File: config.mk
export PLATFORM = sky130hd
export DESIGN_NAME = v3a_sqrt
export DESIGN_NICKNAME = d
export VERILOG_FILES = /design/src/hdl/v3a_pkg.sv /design/src/hdl/v3a_sqrt.sv
export SDC_FILE = /design/constraint.sdc
export NUM_CORES = 2
export LEC_CHECK = 0
export BUFFER_PORTS_ARGS = -buffer_cell sky130_fd_sc_hd__buf_4
export CAP_MARGIN = 40
export CORE_ASPECT_RATIO = 1.2
export CORE_UTILIZATION = 47
export DETAILED_ROUTE_END_ITERATION = 8
export MAX_ROUTING_LAYER = met4
export PLACE_DENSITY_LB_ADDON = 0.25
export SYNTH_ARGS = -nofsm -noshare
export SYNTH_HDL_FRONTEND = slang
export SYNTH_MEMORY_MAX_BITS = 65536
export SYNTH_SLANG_ARGS = --single-unit
File: constraint.sdc
create_clock -name clk -period 3.8 [get_ports clk]
set_input_delay 0.76 -clock clk [delete_from_list [all_inputs] [get_ports clk]]
set_output_delay 0.76 -clock clk [all_outputs]
set_load 0.01 [all_outputs]
File: src/hdl/v3a_pkg.sv
// Shared types and constants of the three-component vector unit.
// No dependencies; every other file of the block but v3a_delay refers to it by scoped names.
package v3a_pkg;

    localparam int FRAC_BITS_DEF = 16;

    localparam logic signed [31:0] S32_MAX = 32'sh7fff_ffff;
    localparam logic signed [31:0] S32_MIN = 32'sh8000_0000;

    typedef enum logic [2:0] {
        OP_ADD   = 3'd0,
        OP_SUB   = 3'd1,
        OP_SCALE = 3'd2,
        OP_DIV   = 3'd3,
        OP_DOT   = 3'd4,
        OP_CROSS = 3'd5,
        OP_LEN   = 3'd6
    } v3a_op_t;

    typedef struct packed {
        logic              ovf;
        logic signed [31:0] val;
    } v3a_sat_t;

    typedef struct packed {
        v3a_op_t            op;
        logic               dz;
        logic               ovf;
        logic signed [31:0] res_x;
        logic signed [31:0] res_y;
        logic signed [31:0] res_z;
        logic signed [31:0] res_scalar;
    } v3a_res_t;

endpackage

File: src/hdl/v3a_sqrt.sv
// Pipelined digit-by-digit square root of a 64-bit sum of squares, two radicand
// bits per stage, rounding to nearest and saturation; depends on v3a_pkg.
module v3a_sqrt (
    input  logic               clk,
    input  logic               en,
    input  logic [63:0]        sq,
    output logic signed [31:0] len,
    output logic               ovf
);

    localparam int STEPS = 32;

    logic [33:0]        rem_reg  [STEPS+1];
    logic [31:0]        root_reg [STEPS+1];
    logic [63:0]        rad_reg  [STEPS+1];
    logic               inc;
    logic [32:0]        r33;
    logic signed [31:0] len_next, len_reg;
    logic               ovf_next, ovf_reg;

    always_ff @(posedge clk)
    begin
        if (en)
        begin
            rem_reg[0]  <= '0;
            root_reg[0] <= '0;
            rad_reg[0]  <= sq;
        end
    end

    for (genvar k = 0; k < STEPS; k++)
    begin : g_step
        logic [35:0] rt, trial, rn;
        logic        ge;

        always_comb
        begin
            rt    = {rem_reg[k], rad_reg[k][63:62]};
            trial = {2'b00, root_reg[k], 2'b01};
            ge    = rt >= trial;
            rn    = ge ? rt - trial : rt;
        end

        always_ff @(posedge clk)
        begin
            if (en)
            begin
                rem_reg[k+1]  <= rn[33:0];
                root_reg[k+1] <= {root_reg[k][30:0], ge};
                rad_reg[k+1]  <= {rad_reg[k][61:0], 2'b00};
            end
        end
    end

    always_comb
    begin
        inc      = rem_reg[STEPS] > {2'b00, root_reg[STEPS]};
        r33      = {1'b0, root_reg[STEPS]} + 33'(inc);
        ovf_next = r33[32] | r33[31];
        len_next = ovf_next ? v3a_pkg::S32_MAX : r33[31:0];
    end

    always_ff @(posedge clk)
    begin
        if (en)
        begin
            len_reg <= len_next;
            ovf_reg <= ovf_next;
        end
    end

    assign len = len_reg;
    assign ovf = ovf_reg;

endmodule

## Word-level counts from Yosys, hierarchy flattened

Memory sizes are Yosys's and may differ from the RTL's.
Index checks and enable logic that the tools add are counted.

| cells by class | value |
|---|---|
| bitwise gates (word level) | 1 |
| magnitude comparators | 33 |
| $add $sub $neg | 33 |
| mux-type cells | 34 |

Operators by type and width:

| operator | number |
|---|---|
| $ge A36 B34 Y1 | 32 |
| $mux W34 | 32 |
| $sub A34 B34 Y34 | 32 |
| $gt A34 B32 Y1 | 1 |
| $add A32 B1 Y33 | 1 |
| $mux W1 | 2 |
| $or A1 B1 Y1 | 1 |

| storage, ports and cells | value |
|---|---|
| memories kept | 3 |
| output and inout port bits | 33 |
| bits of input ports | 66 |
| logic and storage cells | 106 |
| memory bits (writable) | 4,290 |
| bits in registers | 33 |

Memories:

| name | words | width | rd ports | clocked after Yosys merged registers in | write ports | line | source |
|---|---|---|---|---|---|---|---|
| rad_reg | 33 | 64 | 32 | 0 | 33 | v3a_sqrt.sv:15 | `logic [63:0] rad_reg [STEPS+1];` |
| rem_reg | 33 | 34 | 33 | 0 | 33 | v3a_sqrt.sv:13 | `logic [33:0] rem_reg [STEPS+1];` |
| root_reg | 33 | 32 | 33 | 0 | 33 | v3a_sqrt.sv:14 | `logic [31:0] root_reg [STEPS+1];` |

## Depth between registers and ports, before layout

An unclocked memory read counts as a cell.

| logic depth | value |
|---|---|
| word-level depth | 4 |
| depth in mapped cells | 21 |

## Worst setup path after synthesis

Ideal clock, no wire load.

| timing | value |
|---|---|
| kind | flip-flop to flip-flop |
| from | memory root_reg[32][19] |
| to | register len_reg[20], in the netlist len[20] (data pin) |
| arrival time | 3.889 ns |
| cell stages (with the launch flop) | 22 |
| library setup time | 0.273 ns |
| required time | 3.527 ns |
| setup slack | -0.363 ns |
| cell sequence | edfxtp_1 -> inv_1 -> ha_1 -> a21o_1 -> a21o_1 -> a21o_1 -> a21o_1 -> a21o_1 -> a21o_1 -> a221oi_1 -> o21ai_0 -> o31a_1 -> ha_1 -> and3_1 -> nand3_1 -> nor2_1 -> and4_1 -> nor2b_1 -> nand4_1 -> mux2i_1 -> clkbuf_1 -> o21ai_0 |

RTL lines:

| element | line | source |
|---|---|---|
| start: declaration | v3a_sqrt.sv:14 |  |
| end signal: assignment | v3a_sqrt.sv:67 | `len_reg <= len_next;` |
| end: declaration | v3a_sqrt.sv:18 | `logic signed [31:0] len_next, len_reg;` |

==> flow_summary.json <==
{
  "ys_seq_area_share_pct": 64.04,
  "ir_drop_mv": 0.5984,
  "power_frac_comb_pct": 21.3,
  "clock_path_buffers": 4,
  "grtUsageTotal_pct": 20.68,
  "arrival_ns": 4.57,
  "avgViaCountPerCell": 5.463,
  "clk_pin_slew_worst_paths_ns": 0.06,
  "crit_slowest_cell": "edfxtp_1",
  "syn_inst": 9739,
  "design.die.area_um2": 266900,
  "crit_buf_inv": 3,
  "failed_checks": "negative setup slack",
  "yosysWarnings": 0,
  "drt_iter0_markers": 5147,
  "largest_reg_flops": 1056,
  "cts_tree": "built",
  "setup_viol": 32,
  "final_max_slew_viol_count": 0,
  "vias": 76230,
  "grt_overflow": 0,
  "place.gp.congestion": 0.9194,
  "cp_data_required_time_ns": 4.40,
  "place_hpwl_um": 199500,
  "cp-end-kind": "flop",
  "finalCritPeriodShare_pct": 104.5,
  "die_h_um": 565.7,
  "numCtsBuffers": 285,
  "post_drt_wl_per_cell_um": 19.41,
  "initial_core_util_pct": 47.34,
  "firstDrtPassIters": 8,
  "rsz0062_at_grt": "yes",
  "synth_area_leaders": "edfxtp_1, ha_1, xnor2_1",
  "power_switching_mw": 24.27,
  "power.internal_mw": 60.48,
  "cpLargestDelayFamily": "simple AND/OR/NAND/NOR gates",
  "rows": 206,
  "setup_tns_ns": -4.486,
  "drive_gt1_share_pct": 10.07,
  "wirelength_um": 270900,
  "seq_power_share_pct": 46.6,
  "yosysTopAreaCell": "edfxtp_1",
  "max_stage_delay_ns": 0.42,
  "synth-edff-count": 2654,
  "remaining_drc_errors": 0,
  "path_max_fanout": 6,
  "start_kind": "flop",
  "critical_path_class": "flop to flop",
  "p_clk_share_pct": 32.1,
  "synth_top_area_share_pct": 64.04,
  "power_leakage_nw": 54.04,
  "cap_violations": 0,
  "p_total_mw": 84.75,
  "grt_pass1_vias": 76644,
  "die_width_um": 471.7,
  "htreeDepth": 5,
  "netSwitchingFraction_pct": 28.63,
  "hold_viol": 0,
  "relSlewSlack_pct": 40.82,
  "ant_nets": 0,
  "skew_ns": 0.05453,
  "max_freq_mhz": 251.8,
  "syn_area_per_cell_um2": 12.78,
  "area_delta_synth_final_pct": 13.76,
  "layout_min_cycle_time_ns": 3.971,
  "worst_hold_slack_ns": 0.05762,
  "worst_pin_slew_ns": 0.8795,
  "grt_antenna_before_repair": 5,
  "clock-sinks": 2654,
  "clkLatencyLatePin_ns": 0.86,
  "grt_max_degree": 135,
  "ys_ff_latch": 2654,
  "io_buffer_count": 98,
  "ys_async_sr_fraction_pct": 0,
  "crit_chain": "ha_4 > nand4_1 > buf_4 > o211ai_1 > nand2_1 > o211ai_1 > a221oi_2 > o21ai_1 > o31a_1 > ha_2 > and3_4 > nand3_4 > nor2_4 > and4_4 > nor2b_4 > nand4_1 > mux2i_4 > buf_6 > buf_8 > nand2_2",
  "grt_pass1_wl_um": 422000,
  "synth_ff_type": "edfxtp_1",
  "coreArea_um2": 262900,
  "root_buffer": "clkbuf_16",
  "nets": 10969,
  "synth.distinct_cells": 89,
  "dp.cells": 13417,
  "synth_area_um2": 124500,
  "io_pins": 99,
  "stdcell_count": 13953,
  "hp-class": "primary input to flop",
  "power_density_nw_per_um2": 598.6,
  "setup_ws_ns": -0.1710,
  "status": "finished with violations",
  "pre_cts_slack_ns": -0.2581
}
-- routing by layer --
| layer | GRT usage [%] | share of wire [%] | up-vias |
|---|---|---|---|
| met3 | 2.329 | 3.3 | 565 |
| met1 | 22.68 | 39 | 36988 |
| met4 | 8.113 | 3.9 | 0 |
| met2 | 38.12 | 54 | 1438 |
| met5 | - | 0 | - |
| li1 | - | - | 37239 |
-- path summary, 6_finish.rpt --
path,slack [ns],cells after the start,to,start
max reg2reg,-0.17,20,len[11],rem_reg[32][9]
max,-0.17,20,len[11],rem_reg[32][9]
min reg2reg,0.39,0,rad_reg[0][1189],rad_reg[0][1123]
min,0.06,1,rad_reg[0][22],sq[22]
-- cell families (layout without fill, tap and decap cells) --
family	count (synthesis)	after routing	share of synthesized area [%]
flip-flops	2654	2654	64.04
AND/OR/NAND/NOR	2595	2595	10.30
AO/OA/AOI/OAI	1983	1983	9.970
buffers and inverters	964	1742	2.931
XOR/XNOR	884	884	6.221
adder cells (fa/ha/maj)	598	598	6.012
multiplexers	60	60	0.5288
other	1	5	0.003013
-- cell usage in the layout (no fill, tap or decap), drive strengths merged, types with 72 or more instances in the layout --
cell type / count
nor4: 125
nand3: 189
xor2: 383
or3: 95
a21oi: 598
o21ai: 497
nor3: 254
a21o: 250
nand4: 123
inv: 786
edfxtp: 2654
clkbuf: 324
nand2: 718
xnor2: 501
clkinv: 123
nand2b: 101
ha: 598
o21a: 110
buf: 450
nor2: 574
nor2b: 72
-- Yosys cell counts, types with 61 or more instances --
library cell	instances
a211oi_1	61
a21o_1	250
a21oi_1	598
and3_1	64
clkbuf_1	161
edfxtp_1	2654
ha_1	598
inv_1	770
nand2_1	718
nand2b_1	101
nand3_1	189
nand4_1	122
nor2_1	573
nor2b_1	72
nor3_1	254
nor4_1	123
o211ai_1	63
o21a_1	110
o21ai_0	496
o31ai_1	66
or2_2	61
or3_1	94
xnor2_1	501
xor2_1	383
-- cell type report --
class | instances | area, µm²
Fill cell | 21872 | 121300
Sequential cell | 2654 | 79700
Multi-Input combinational cell | 6122 | 41430
Clock buffer | 324 | 7300
Tap cell | 3432 | 4294
Timing Repair Buffer | 467 | 4065
Inverter | 775 | 2909
Clock inverter | 176 | 1872
Antenna cell | 3 | 7.507
-- power by group through the flow --
stage          clock, mW  sequential, mW  combinational (mW)
2_1_floorplan          0            38.9                12.6
3_3_place_gp           0            40.1                17.7
3_5_place_dp           0            40.1                17.9
4_1_cts             28.1            39.6                18.1
5_1_grt             29.1            39.9                20.0
6_report            27.2            39.5                18.0
-- timing repair --
action,CTS,global route
pin swaps,11,11
setup endpoints to repair,33,140
gates resized for setup,19,38
gates cloned,2,0
endpoints found under the hold margin,17,0
setup buffers,6,8
hold buffers,17,0
-- metrics by stage --
step	instance area [µm²]	util (%)
after global placement	131900	50.16
final	141600	53.85
after global routing	141600	53.85
after CTS	141400	53.77
after detailed placement	131900	50.17
after floorplan	124500	-
Power figures use the tool's default switching activity.
